==> src/design/mssseq_pkg.sv <==
`default_nettype none

package mssseq_pkg;

    // tick width default for the top level
    localparam int TICK_WIDTH_DEF = 32;

    // configuration port
    localparam int CFG_IDX_W  = 3;
    localparam int CFG_DATA_W = 16;

    localparam logic [CFG_IDX_W-1:0] REG_READ_DELAY   = 3'd0;
    localparam logic [CFG_IDX_W-1:0] REG_POLL_IVL     = 3'd1;
    localparam logic [CFG_IDX_W-1:0] REG_RETRY_DELAY  = 3'd2;
    localparam logic [CFG_IDX_W-1:0] REG_CONV_TIMEOUT = 3'd3;
    localparam logic [CFG_IDX_W-1:0] REG_FAIL_LIMIT   = 3'd4;
    localparam logic [CFG_IDX_W-1:0] REG_READY_MASK   = 3'd5;
    localparam logic [CFG_IDX_W-1:0] REG_OVERRUN_MASK = 3'd6;

    // event operations
    localparam logic [2:0] OP_TICK  = 3'd0;
    localparam logic [2:0] OP_DONE  = 3'd1;
    localparam logic [2:0] OP_ERROR = 3'd2;
    localparam logic [2:0] OP_TMO   = 3'd3;
    localparam logic [2:0] OP_ARM   = 3'd4;

    // bus commands
    localparam logic [2:0] CMD_NONE    = 3'd0;
    localparam logic [2:0] CMD_TRIGGER = 3'd1;
    localparam logic [2:0] CMD_STATUS  = 3'd2;
    localparam logic [2:0] CMD_AXIS    = 3'd3;
    localparam logic [2:0] CMD_ABORT   = 3'd4;

    // transfer phases
    localparam logic [1:0] PH_IDLE = 2'd0;
    localparam logic [1:0] PH_TRIG = 2'd1;
    localparam logic [1:0] PH_STAT = 2'd2;
    localparam logic [1:0] PH_AXIS = 2'd3;

    // failure stage codes
    localparam logic [3:0] STG_NONE        = 4'd0;
    localparam logic [3:0] STG_START_TRIG  = 4'd1;
    localparam logic [3:0] STG_START_STAT  = 4'd2;
    localparam logic [3:0] STG_START_AXIS  = 4'd3;
    localparam logic [3:0] STG_ERR_TRIG    = 4'd4;
    localparam logic [3:0] STG_ERR_STAT    = 4'd5;
    localparam logic [3:0] STG_ERR_AXIS    = 4'd6;
    localparam logic [3:0] STG_TMO_TRIG    = 4'd7;
    localparam logic [3:0] STG_TMO_STAT    = 4'd8;
    localparam logic [3:0] STG_TMO_AXIS    = 4'd9;
    localparam logic [3:0] STG_POST_SAMPLE = 4'd10;
    localparam logic [3:0] STG_CONVERSION  = 4'd11;
    localparam logic [3:0] STG_INVALID     = 4'd12;

    typedef struct packed {
        logic [7:0]  read_delay;
        logic [7:0]  poll_ivl;
        logic [7:0]  retry_delay;
        logic [15:0] conv_timeout;
        logic [7:0]  fail_limit;
        logic [7:0]  ready_mask;
        logic [7:0]  overrun_mask;
    } t_cfg;

    // event word without its time stamp
    typedef struct packed {
        logic [2:0] operation;
        logic       bus_ready;
        logic [7:0] status_byte;
        logic [7:0] x_low;
        logic [7:0] x_high;
        logic [7:0] y_low;
        logic [7:0] y_high;
        logic [7:0] z_low;
        logic [7:0] z_high;
    } t_event;

    typedef struct packed {
        logic [2:0]         command;
        logic               recover;
        logic               sample_valid;
        logic signed [15:0] body_x;
        logic signed [15:0] body_y;
        logic signed [15:0] body_z;
        logic               overrun_seen;
        logic [3:0]         failure_stage;
        logic [7:0]         failure_count;
    } t_result;

endpackage

`default_nettype wire

==> src/design/magnetometer_single_shot_sequencer_core.sv <==
`default_nettype none

// channel   direction  handshake                  payload
// -------   ---------  -------------------------  ------------------------------------
// event     in         i_in_valid / o_in_stall    i_operation, i_time_now, bus, bytes
// result    out        o_out_valid / i_out_stall  o_command ... o_failure_count
// config    in         i_cfg_we                   i_cfg_idx, i_cfg_data
//
// one event word per cycle sustained while i_out_stall is low; an accepted event passes
// through the event register, then the result register
// each event produces exactly one result word
// synchronous active-low reset: sequencer halted until an armed event
// a stalled result holds; the event register takes one more word, then the event side stalls

module magnetometer_single_shot_sequencer_core #(
    parameter int TICK_WIDTH = mssseq_pkg::TICK_WIDTH_DEF
) (
    input  wire logic                              i_clk,
    input  wire logic                              i_rst_n,
    // event channel
    input  wire logic                              i_in_valid,
    output logic                                   o_in_stall,
    input  wire logic [2:0]                        i_operation,
    input  wire logic [31:0]                       i_time_now,
    input  wire logic                              i_bus_ready,
    input  wire logic [7:0]                        i_status_byte,
    input  wire logic [7:0]                        i_x_low,
    input  wire logic [7:0]                        i_x_high,
    input  wire logic [7:0]                        i_y_low,
    input  wire logic [7:0]                        i_y_high,
    input  wire logic [7:0]                        i_z_low,
    input  wire logic [7:0]                        i_z_high,
    // result channel
    output logic                                   o_out_valid,
    input  wire logic                              i_out_stall,
    output logic [2:0]                             o_command,
    output logic                                   o_recover,
    output logic                                   o_sample_valid,
    output logic signed [15:0]                     o_body_x,
    output logic signed [15:0]                     o_body_y,
    output logic signed [15:0]                     o_body_z,
    output logic                                   o_overrun_seen,
    output logic [3:0]                             o_failure_stage,
    output logic [7:0]                             o_failure_count,
    // configuration
    input  wire logic                              i_cfg_we,
    input  wire logic [mssseq_pkg::CFG_IDX_W-1:0]  i_cfg_idx,
    input  wire logic [mssseq_pkg::CFG_DATA_W-1:0] i_cfg_data
);
    import mssseq_pkg::*;

    logic                  r_in_valid;
    logic                  n_in_valid;
    t_event                r_event;
    logic [TICK_WIDTH-1:0] r_time;
    logic                  r_out_valid;
    logic                  n_out_valid;
    t_result               r_out;
    t_result               result;
    t_cfg                  cfg;
    logic                  advance;
    logic                  accept;

    // handshake: event moves to result register when the result slot frees
    assign advance    = r_in_valid && (!r_out_valid || !i_out_stall);
    assign o_in_stall = r_in_valid && !advance;
    assign accept     = i_in_valid && !o_in_stall;
    assign n_in_valid = accept || (r_in_valid && !advance);
    assign n_out_valid = advance || (r_out_valid && i_out_stall);

    always_ff @(posedge i_clk) begin
        if (!i_rst_n) begin
            r_in_valid  <= 1'b0;
            r_out_valid <= 1'b0;
        end else begin
            r_in_valid  <= n_in_valid;
            r_out_valid <= n_out_valid;
        end
    end

    // event register
    always_ff @(posedge i_clk) begin
        if (accept) begin
            r_event.operation   <= i_operation;
            r_event.bus_ready   <= i_bus_ready;
            r_event.status_byte <= i_status_byte;
            r_event.x_low       <= i_x_low;
            r_event.x_high      <= i_x_high;
            r_event.y_low       <= i_y_low;
            r_event.y_high      <= i_y_high;
            r_event.z_low       <= i_z_low;
            r_event.z_high      <= i_z_high;
            r_time              <= TICK_WIDTH'(i_time_now);
        end
    end

    // result register
    always_ff @(posedge i_clk) begin
        if (advance) begin
            r_out <= result;
        end
    end

    mssseq_cfg u_cfg (
        .i_clk      (i_clk),
        .i_rst_n    (i_rst_n),
        .i_cfg_we   (i_cfg_we),
        .i_cfg_idx  (i_cfg_idx),
        .i_cfg_data (i_cfg_data),
        .o_cfg      (cfg)
    );

    mssseq_ctrl #(
        .TICK_WIDTH (TICK_WIDTH)
    ) u_ctrl (
        .i_clk    (i_clk),
        .i_rst_n  (i_rst_n),
        .i_fire   (advance),
        .i_event  (r_event),
        .i_time   (r_time),
        .i_cfg    (cfg),
        .o_result (result)
    );

    assign o_out_valid     = r_out_valid;
    assign o_command       = r_out.command;
    assign o_recover       = r_out.recover;
    assign o_sample_valid  = r_out.sample_valid;
    assign o_body_x        = r_out.body_x;
    assign o_body_y        = r_out.body_y;
    assign o_body_z        = r_out.body_z;
    assign o_overrun_seen  = r_out.overrun_seen;
    assign o_failure_stage = r_out.failure_stage;
    assign o_failure_count = r_out.failure_count;

endmodule

`default_nettype wire

==> src/design/mssseq_cfg.sv <==
`default_nettype none

module mssseq_cfg (
    input  wire logic                             i_clk,
    input  wire logic                             i_rst_n,
    input  wire logic                             i_cfg_we,
    input  wire logic [mssseq_pkg::CFG_IDX_W-1:0]  i_cfg_idx,
    input  wire logic [mssseq_pkg::CFG_DATA_W-1:0] i_cfg_data,
    output mssseq_pkg::t_cfg                      o_cfg
);
    import mssseq_pkg::*;

    t_cfg r_cfg;

    // register file with reset defaults
    always_ff @(posedge i_clk) begin
        if (!i_rst_n) begin
            r_cfg.read_delay   <= 8'd5;
            r_cfg.poll_ivl     <= 8'd1;
            r_cfg.retry_delay  <= 8'd1;
            r_cfg.conv_timeout <= 16'd20;
            r_cfg.fail_limit   <= 8'd3;
            r_cfg.ready_mask   <= 8'd1;
            r_cfg.overrun_mask <= 8'd2;
        end else if (i_cfg_we) begin
            unique case (i_cfg_idx)
                REG_READ_DELAY:   r_cfg.read_delay   <= i_cfg_data[7:0];
                REG_POLL_IVL:     r_cfg.poll_ivl     <= i_cfg_data[7:0];
                REG_RETRY_DELAY:  r_cfg.retry_delay  <= i_cfg_data[7:0];
                REG_CONV_TIMEOUT: r_cfg.conv_timeout <= i_cfg_data[15:0];
                REG_FAIL_LIMIT:   r_cfg.fail_limit   <= i_cfg_data[7:0];
                REG_READY_MASK:   r_cfg.ready_mask   <= i_cfg_data[7:0];
                REG_OVERRUN_MASK: r_cfg.overrun_mask <= i_cfg_data[7:0];
                default: ;
            endcase
        end
    end

    assign o_cfg = r_cfg;

endmodule

`default_nettype wire

==> src/design/mssseq_ctrl.sv <==
`default_nettype none

module mssseq_ctrl #(
    parameter int TICK_WIDTH = mssseq_pkg::TICK_WIDTH_DEF
) (
    input  wire logic                  i_clk,
    input  wire logic                  i_rst_n,
    input  wire logic                  i_fire,
    input  wire mssseq_pkg::t_event    i_event,
    input  wire logic [TICK_WIDTH-1:0] i_time,
    input  wire mssseq_pkg::t_cfg      i_cfg,
    output mssseq_pkg::t_result        o_result
);
    import mssseq_pkg::*;

    // sequencer state
    logic [1:0]            r_phase;
    logic                  r_awaiting;
    logic [TICK_WIDTH-1:0] r_meas_start;
    logic [TICK_WIDTH-1:0] r_next_action;
    logic [7:0]            r_failures;
    logic                  r_halted;

    logic [1:0]            n_phase;
    logic                  n_awaiting;
    logic [TICK_WIDTH-1:0] n_meas_start;
    logic [TICK_WIDTH-1:0] n_next_action;
    logic [7:0]            n_failures;
    logic                  n_halted;

    logic                  do_fail;
    logic [3:0]            fail_stage;
    logic [7:0]            fail_base;
    logic [7:0]            fail_count;
    logic [7:0]            fail_lim;
    logic [TICK_WIDTH-1:0] due_diff;
    logic                  due;
    logic [TICK_WIDTH-1:0] conv_diff;
    logic                  conv_expired;
    t_result               res;

    // deadline checks, wrap-aware on the top bit of the difference
    assign due_diff  = i_time - r_next_action;
    assign due       = !due_diff[TICK_WIDTH-1];
    assign conv_diff = i_time - (r_meas_start + TICK_WIDTH'(i_cfg.conv_timeout));
    assign conv_expired = !conv_diff[TICK_WIDTH-1];

    assign fail_lim = (i_cfg.fail_limit == 8'd0) ? 8'd1 : i_cfg.fail_limit;

    // event decode and next state
    always_comb begin
        n_phase       = r_phase;
        n_awaiting    = r_awaiting;
        n_meas_start  = r_meas_start;
        n_next_action = r_next_action;
        n_failures    = r_failures;
        n_halted      = r_halted;
        do_fail       = 1'b0;
        fail_stage    = STG_NONE;
        res           = '0;

        if (i_event.operation == OP_ARM) begin
            n_failures    = 8'd0;
            n_phase       = PH_IDLE;
            n_awaiting    = 1'b1;
            n_meas_start  = i_time;
            n_next_action = i_time + TICK_WIDTH'(i_cfg.read_delay);
            n_halted      = 1'b0;
        end else if (!r_halted) begin
            case (i_event.operation)
                OP_TICK: begin
                    if (r_phase == PH_IDLE && due) begin
                        if (!r_awaiting) begin
                            if (i_event.bus_ready) begin
                                n_phase     = PH_TRIG;
                                res.command = CMD_TRIGGER;
                            end else begin
                                do_fail    = 1'b1;
                                fail_stage = STG_START_TRIG;
                            end
                        end else if (i_event.bus_ready) begin
                            n_phase     = PH_STAT;
                            res.command = CMD_STATUS;
                        end else begin
                            n_awaiting = 1'b0;
                            do_fail    = 1'b1;
                            fail_stage = STG_START_STAT;
                        end
                    end
                end
                OP_DONE: begin
                    n_phase = PH_IDLE;
                    unique case (r_phase)
                        PH_TRIG: begin
                            n_meas_start  = i_time;
                            n_awaiting    = 1'b1;
                            n_next_action = i_time + TICK_WIDTH'(i_cfg.read_delay);
                        end
                        PH_STAT: begin
                            if ((i_event.status_byte & i_cfg.ready_mask) == 8'd0) begin
                                if (conv_expired) begin
                                    res.failure_stage = STG_CONVERSION;
                                    res.recover       = 1'b1;
                                    n_awaiting        = 1'b0;
                                    n_halted          = 1'b1;
                                end else begin
                                    n_next_action = i_time + TICK_WIDTH'(i_cfg.poll_ivl);
                                end
                            end else begin
                                res.overrun_seen =
                                    (i_event.status_byte & i_cfg.overrun_mask) != 8'd0;
                                if (i_event.bus_ready) begin
                                    n_phase     = PH_AXIS;
                                    res.command = CMD_AXIS;
                                end else begin
                                    n_awaiting = 1'b0;
                                    do_fail    = 1'b1;
                                    fail_stage = STG_START_AXIS;
                                end
                            end
                        end
                        PH_AXIS: begin
                            // sensor Y is body X, sensor X is body Y
                            n_awaiting       = 1'b0;
                            res.sample_valid = 1'b1;
                            res.body_x       = {i_event.y_high, i_event.y_low};
                            res.body_y       = {i_event.x_high, i_event.x_low};
                            res.body_z       = {i_event.z_high, i_event.z_low};
                            n_failures       = 8'd0;
                            if (i_event.bus_ready) begin
                                n_phase     = PH_TRIG;
                                res.command = CMD_TRIGGER;
                            end else begin
                                do_fail    = 1'b1;
                                fail_stage = STG_POST_SAMPLE;
                            end
                        end
                        default: begin
                            do_fail    = 1'b1;
                            fail_stage = STG_INVALID;
                        end
                    endcase
                end
                OP_ERROR, OP_TMO: begin
                    res.command = CMD_ABORT;
                    n_phase     = PH_IDLE;
                    n_awaiting  = 1'b0;
                    do_fail     = 1'b1;
                    unique case (r_phase)
                        PH_TRIG: fail_stage = (i_event.operation == OP_ERROR) ?
                                              STG_ERR_TRIG : STG_TMO_TRIG;
                        PH_STAT: fail_stage = (i_event.operation == OP_ERROR) ?
                                              STG_ERR_STAT : STG_TMO_STAT;
                        PH_AXIS: fail_stage = (i_event.operation == OP_ERROR) ?
                                              STG_ERR_AXIS : STG_TMO_AXIS;
                        default: fail_stage = STG_INVALID;
                    endcase
                end
                default: ;
            endcase
        end

        // common failure handling: count, back off, recover at the limit
        fail_base  = n_failures;
        fail_count = (fail_base == 8'hFF) ? fail_base : fail_base + 8'd1;
        if (do_fail) begin
            res.failure_stage = fail_stage;
            n_failures        = fail_count;
            n_next_action     = i_time + TICK_WIDTH'(i_cfg.retry_delay);
            if (fail_count >= fail_lim) begin
                res.recover = 1'b1;
                n_halted    = 1'b1;
                n_phase     = PH_IDLE;
                n_awaiting  = 1'b0;
            end
        end
        res.failure_count = n_failures;
    end

    // state registers
    always_ff @(posedge i_clk) begin
        if (!i_rst_n) begin
            r_phase       <= PH_IDLE;
            r_awaiting    <= 1'b0;
            r_meas_start  <= '0;
            r_next_action <= '0;
            r_failures    <= 8'd0;
            r_halted      <= 1'b1;
        end else if (i_fire) begin
            r_phase       <= n_phase;
            r_awaiting    <= n_awaiting;
            r_meas_start  <= n_meas_start;
            r_next_action <= n_next_action;
            r_failures    <= n_failures;
            r_halted      <= n_halted;
        end
    end

    assign o_result = res;

endmodule

`default_nettype wire
==> config.mk <==
export PLATFORM = sky130hd
export DESIGN_NAME = magnetometer_single_shot_sequencer_core
export DESIGN_NICKNAME = d
export VERILOG_FILES = /design/src/design/mssseq_pkg.sv /design/src/design/magnetometer_single_shot_sequencer_core.sv /design/src/design/mssseq_cfg.sv /design/src/design/mssseq_ctrl.sv
export SDC_FILE = /design/constraint.sdc
export NUM_CORES = 1
export LEC_CHECK = 0
export BUFFER_PORTS_ARGS = -buffer_cell sky130_fd_sc_hd__clkbuf_2
export CAP_MARGIN = 30
export CELL_PAD_IN_SITES_DETAIL_PLACEMENT = 0
export CELL_PAD_IN_SITES_GLOBAL_PLACEMENT = 2
export CORE_ASPECT_RATIO = 1.1
export CORE_UTILIZATION = 35
export CTS_BUF_LIST = sky130_fd_sc_hd__clkbuf_4
export CTS_CLUSTER_DIAMETER = 200
export DETAILED_ROUTE_END_ITERATION = 7
export GPL_TIMING_DRIVEN = 0
export HOLD_SLACK_MARGIN = 0.12
export PLACE_DENSITY = 0.79
export SLEW_MARGIN = 20
export SYNTH_ARGS = -nofsm -noshare
export SYNTH_HDL_FRONTEND = slang
export SYNTH_SLANG_ARGS = --single-unit
export TNS_END_PERCENT = 5
==> constraint.sdc <==
create_clock -name i_clk -period 6.5 [get_ports i_clk]
set_input_delay 0.325 -clock i_clk [delete_from_list [all_inputs] [get_ports i_clk]]
set_output_delay 0.325 -clock i_clk [all_outputs]
set_load 0.01 [all_outputs]
==> results_dict.tcl <==
set metrics [dict create \
    outcome "finished, final reports clean" \
    critPathKind "reg2reg" \
    clock_path_buffers 3 \
    route.final.wire_length_um 42600 \
    clock_skew_ns 0.0344 \
    finalCriticalPeriod_ns 5.22 \
    end_kind "register" \
    buffer_ports.inserted 183 \
    syn-mean-instance-area_sq_um 9.74 \
    drt-pass1-iter-count 5 \
    worstSkewPairLatency_ns 0.80 \
    largest_net_degree_at_the_start_of_global_routing 74 \
    resize_count_post_cts 0 \
    clk_transition_reported_paths_ns 0.07 \
    yosys.cell_types.count 69 \
    whs_path_depth 2 \
    final.period_utilization_pct 80.4 \
    holdWs_ns 0.241 \
    most_repeated_library_cell_on_the_critical_path "sky130_fd_sc_hd__a21oi_1" \
    rsz_0062_raised_after_global_routing "no" \
    timing.critical_path.arrival_ns 5.94 \
    worst_pin_slew_ns 0.966 \
    num-fill-cells 4163 \
    layout_net_count 2184 \
    drt_first_iter_violations 555 \
    fmaxAchievable_mhz 191 \
    primary_ff_master_synth "sky130_fd_sc_hd__edfxtp_1" \
    chipWidth_um 199 \
    place.detailed.hpwl_um 30600 \
    report.final.slew_viol_count 0 \
    cts_num_sinks 300 \
    synth-seq-area-share_pct 50.7 \
    drt-wirelength-per-cell_um 16.5 \
    h-tree-depth 3 \
    global_route_wire_length_before_repair_um 66300 \
    antenna_violating_nets_post_route 0 \
    gr-usage-met1_pct 25.1 \
    synth.ff_latch_count 300 \
    clock-root-buffer "sky130_fd_sc_hd__clkbuf_4" \
    dpl-instance-area_sq_um 16700 \
    seq_power_share_pct 48.4 \
    tritoncts "yes" \
    crit_slowest_cell "sky130_fd_sc_hd__a2111oi_0" \
    syn_inst 1538 \
    switchingPower_mw 1.12 \
    multiInputGateArea_sq_um 6600 \
    share_clk_of_total_power_pct 41.7 \
    post-cts-setup-buffer-count 0 \
    r2r.worst_path.cells 20 \
    design.portCount 184 \
    groute.layer.met2.usage_pct 33.1 \
    initial_core_util_pct 35.5 \
    worstReg2RegEnd "u_ctrl.r_phase[1]" \
    ctsHoldBuffers 121 \
    grt_pass1_vias 12400 \
    cts_buffers 85 \
    fp.dieArea_sq_um 43600 \
    ys_top_cells_by_count "sky130_fd_sc_hd__nand2_1 (271), sky130_fd_sc_hd__edfxtp_1 (158), sky130_fd_sc_hd__a21oi_1 (145), sky130_fd_sc_hd__inv_1 (143), sky130_fd_sc_hd__dfxtp_1 (142)" \
    timing.max_slew.rel_slack_pct 35.6 \
    netlist.top_cell.by_area "sky130_fd_sc_hd__edfxtp_1" \
    sequential_cell_area_sq_um 7590 \
    holdCritPathClass "in2reg" \
    min_delay_worst_endpoint "r_event[55]" \
    post-synth-top-count-cell "sky130_fd_sc_hd__nand2_1" \
    synth_nets 1786 \
    ys.warnings.count 0 \
    critical_path.startpoint_type "register" \
    gp_routability_congestion 0.838 \
    finalInstanceArea_sq_um 19100 \
    drive_gt1_share_pct 17.4 \
    cp.required_ns 7.22 \
    leakage_nw 7.65 \
    synth_enable_flop_cells 158 \
    grt.busiest_layer "met2" \
    hold_viol_final 0 \
    synth.top_cells.by_area "sky130_fd_sc_hd__edfxtp_1 (32%), sky130_fd_sc_hd__dfxtp_1 (19%), sky130_fd_sc_hd__ha_1 (9.6%)" \
    dieHeight_um 219 \
    power_report.internal_total_mw 3.24 \
    pwr_density_cell_nw_per_um2 229 \
    syn_to_final_growth_pct 27.3 \
    setup.reg_to_reg.worst_slack_ns 1.28 \
    detailroute.via_count 12500 \
    std_cell_rows 79 \
    combPwrFrac_pct 9.9 \
    route.detailed.drc 0 \
    grt_overflow_total 0 \
    slowest_delay_ns 0.65 \
    synth_area_sq_um 15000 \
    globalRouteTotalUtil_pct 19.9 \
    worstPathCellList "ha_1 > clkbuf_1 > a21oi_1 > and2_1 > ha_1 > nand2_1 > or3_1 > or3_1 > clkbuf_1 > a21oi_1 > inv_1 > ha_1 > nand2b_1 > a21o_1 > a21oi_1 > nor2b_1 > o211ai_1 > a21oi_1 > a2111oi_0 > o2bb2ai_1" \
    drv_cap 0 \
    grt.met3_usage_pct 3.73 \
    hold_path_startpoint "i_status_byte[7]" \
    power.share.switching_pct 25.7 \
    report.final.setup_viol 0 \
    vdd.ir_drop.worst_mv 0.123 \
    synthDominantCellAreaShare_pct 31.7 \
    core_sq_um 42200 \
    number_of_antenna_violations_at_the_first_check_in_global_routing 2 \
    vias_per_cell 4.85 \
    critPathMaxFanout 9 \
    postSynth.asyncResetShare_pct 0 \
    startpoint_of_the_most_critical_register_to_register_path "u_ctrl.r_phase[0]" \
]
[area by class of cell]
cell class | instances | share of cell area, %
Sequential cell | 300 | 39.8
Multi-Input combinational cell | 1032 | 34.6
Timing Repair Buffer | 311 | 11.6
Clock buffer | 129 | 5.08
Tap cell | 567 | 3.72
Inverter | 146 | 2.90
Buffer | 60 | 1.29
Clock inverter | 30 | 0.919
Antenna cell | 1 | 0.0131
[worst max-delay path, delay by kind of cell, from the launching register on]
family / cells / cell delay (ns)
compound gates: 8 / 2.30
flops: 1 / 0.36
simple gates: 6 / 1.25
fa+ha+maj: 3 / 0.71
buf+inv: 3 / 0.55
[logic make-up (layout without fill, tap and decap cells)]
kind of cell | count (synthesis) | in the layout | share of synthesized area [%]
muxes | 6 | 6 | 0.418
buffers and inverters | 206 | 676 | 5.30
xor gates and xnor gates | 33 | 33 | 1.93
AOI/OAI and AO/OA | 340 | 340 | 13.7
DFF | 300 | 300 | 50.7
adders and majority gates | 132 | 132 | 11.9
and+or+nand+nor | 521 | 521 | 16.1
other | 0 | 1 | 0
[sequential cells by signal, summed over array words and instances (netlist names), 2 cells and up]
name / flops
o_body_x: 16
u_ctrl.r_meas_start: 32
r_event: 60
o_body_z: 16
u_ctrl.r_next_action: 32
o_body_y: 16
u_ctrl.r_phase: 2
o_failure_count: 8
u_ctrl.r_failures: 8
o_failure_stage: 4
r_time: 32
u_cfg.o_cfg: 64
o_command: 3
[per-stage QoR]
| stage | std cells | power (mW) | TNS (ns) | util (%) | setup slack [ns] |
|---|---|---|---|---|---|
| 6_report | 2576 | 4.36 | 0 | 45.2 | 1.28 |
| 5_1_grt | 2576 | 4.60 | 0 | 45.2 | 0.763 |
| 4_1_cts | 2573 | 4.45 | 0 | 45.1 | 1.09 |
| 3_5_place_dp | 2293 | 2.53 | 0 | 39.5 | 1.10 |
| 3_3_place_gp | 2288 | 2.52 | -70.60 | 39.3 | -0.793 |
| 2_1_floorplan | 1538 | 2.37 | 0 | - | 1.29 |
[routing by layer]
layer	vias up	wire (um)
li1	6296	-
met1	5803	19100
met2	330	20300
met3	59	2230
met4	0	928
met5	-	0
[power groups by stage]
stage / combinational, mW / sequential (mW) / clock, mW
after CTS: 0.436 / 2.11 / 1.90
after detailed placement: 0.375 / 2.15 / 0
after global placement: 0.363 / 2.16 / 0
final: 0.431 / 2.11 / 1.82
after global routing: 0.485 / 2.12 / 1.99
after floorplan: 0.219 / 2.15 / 0
[worst max path at each step]
stage	start	end	slack (ns)	cells after the start
2_1_floorplan	o_out_valid	r_event[0]	1.29	2
3_3_place_gp	i_out_stall	r_time[14]	-0.79	3
3_5_place_dp	r_event[59]	u_ctrl.r_phase[1]	1.10	21
4_1_cts	r_event[59]	u_ctrl.r_phase[1]	1.09	21
5_1_grt	u_ctrl.r_phase[0]	u_ctrl.r_phase[1]	0.76	20
6_report	u_ctrl.r_phase[0]	u_ctrl.r_phase[1]	1.28	20
[layout by cell type (no fill, tap or decap), types with 5 or more instances in the layout]
cell type                         n
sky130_fd_sc_hd__nand2b_1         7
sky130_fd_sc_hd__nor2b_1         14
sky130_fd_sc_hd__xor2_1          12
sky130_fd_sc_hd__dfxtp_1        142
sky130_fd_sc_hd__a22oi_1         14
sky130_fd_sc_hd__or3_1           11
sky130_fd_sc_hd__and3_1          59
sky130_fd_sc_hd__nand4_1         19
sky130_fd_sc_hd__o31ai_1         12
sky130_fd_sc_hd__o211ai_1        17
sky130_fd_sc_hd__nand2_1        271
sky130_fd_sc_hd__and2_1           5
sky130_fd_sc_hd__a311oi_1         6
sky130_fd_sc_hd__fa_1            17
sky130_fd_sc_hd__a21oi_1        145
sky130_fd_sc_hd__a211oi_1        12
sky130_fd_sc_hd__dlygate4sd3_1  121
sky130_fd_sc_hd__xnor2_1         21
sky130_fd_sc_hd__o21a_1           6
sky130_fd_sc_hd__ha_1           115
sky130_fd_sc_hd__clkinv_1        22
sky130_fd_sc_hd__nor2_1          67
sky130_fd_sc_hd__or4_1            6
sky130_fd_sc_hd__o21ai_0         64
sky130_fd_sc_hd__a31oi_1         20
sky130_fd_sc_hd__buf_2            7
sky130_fd_sc_hd__clkbuf_1        52
sky130_fd_sc_hd__a21o_1           9
sky130_fd_sc_hd__clkbuf_2       184
sky130_fd_sc_hd__nor3_1          10
sky130_fd_sc_hd__inv_1          143
sky130_fd_sc_hd__nand3_1         31
sky130_fd_sc_hd__clkbuf_4       129
sky130_fd_sc_hd__edfxtp_1       158
Power figures use the tool's default switching activity.
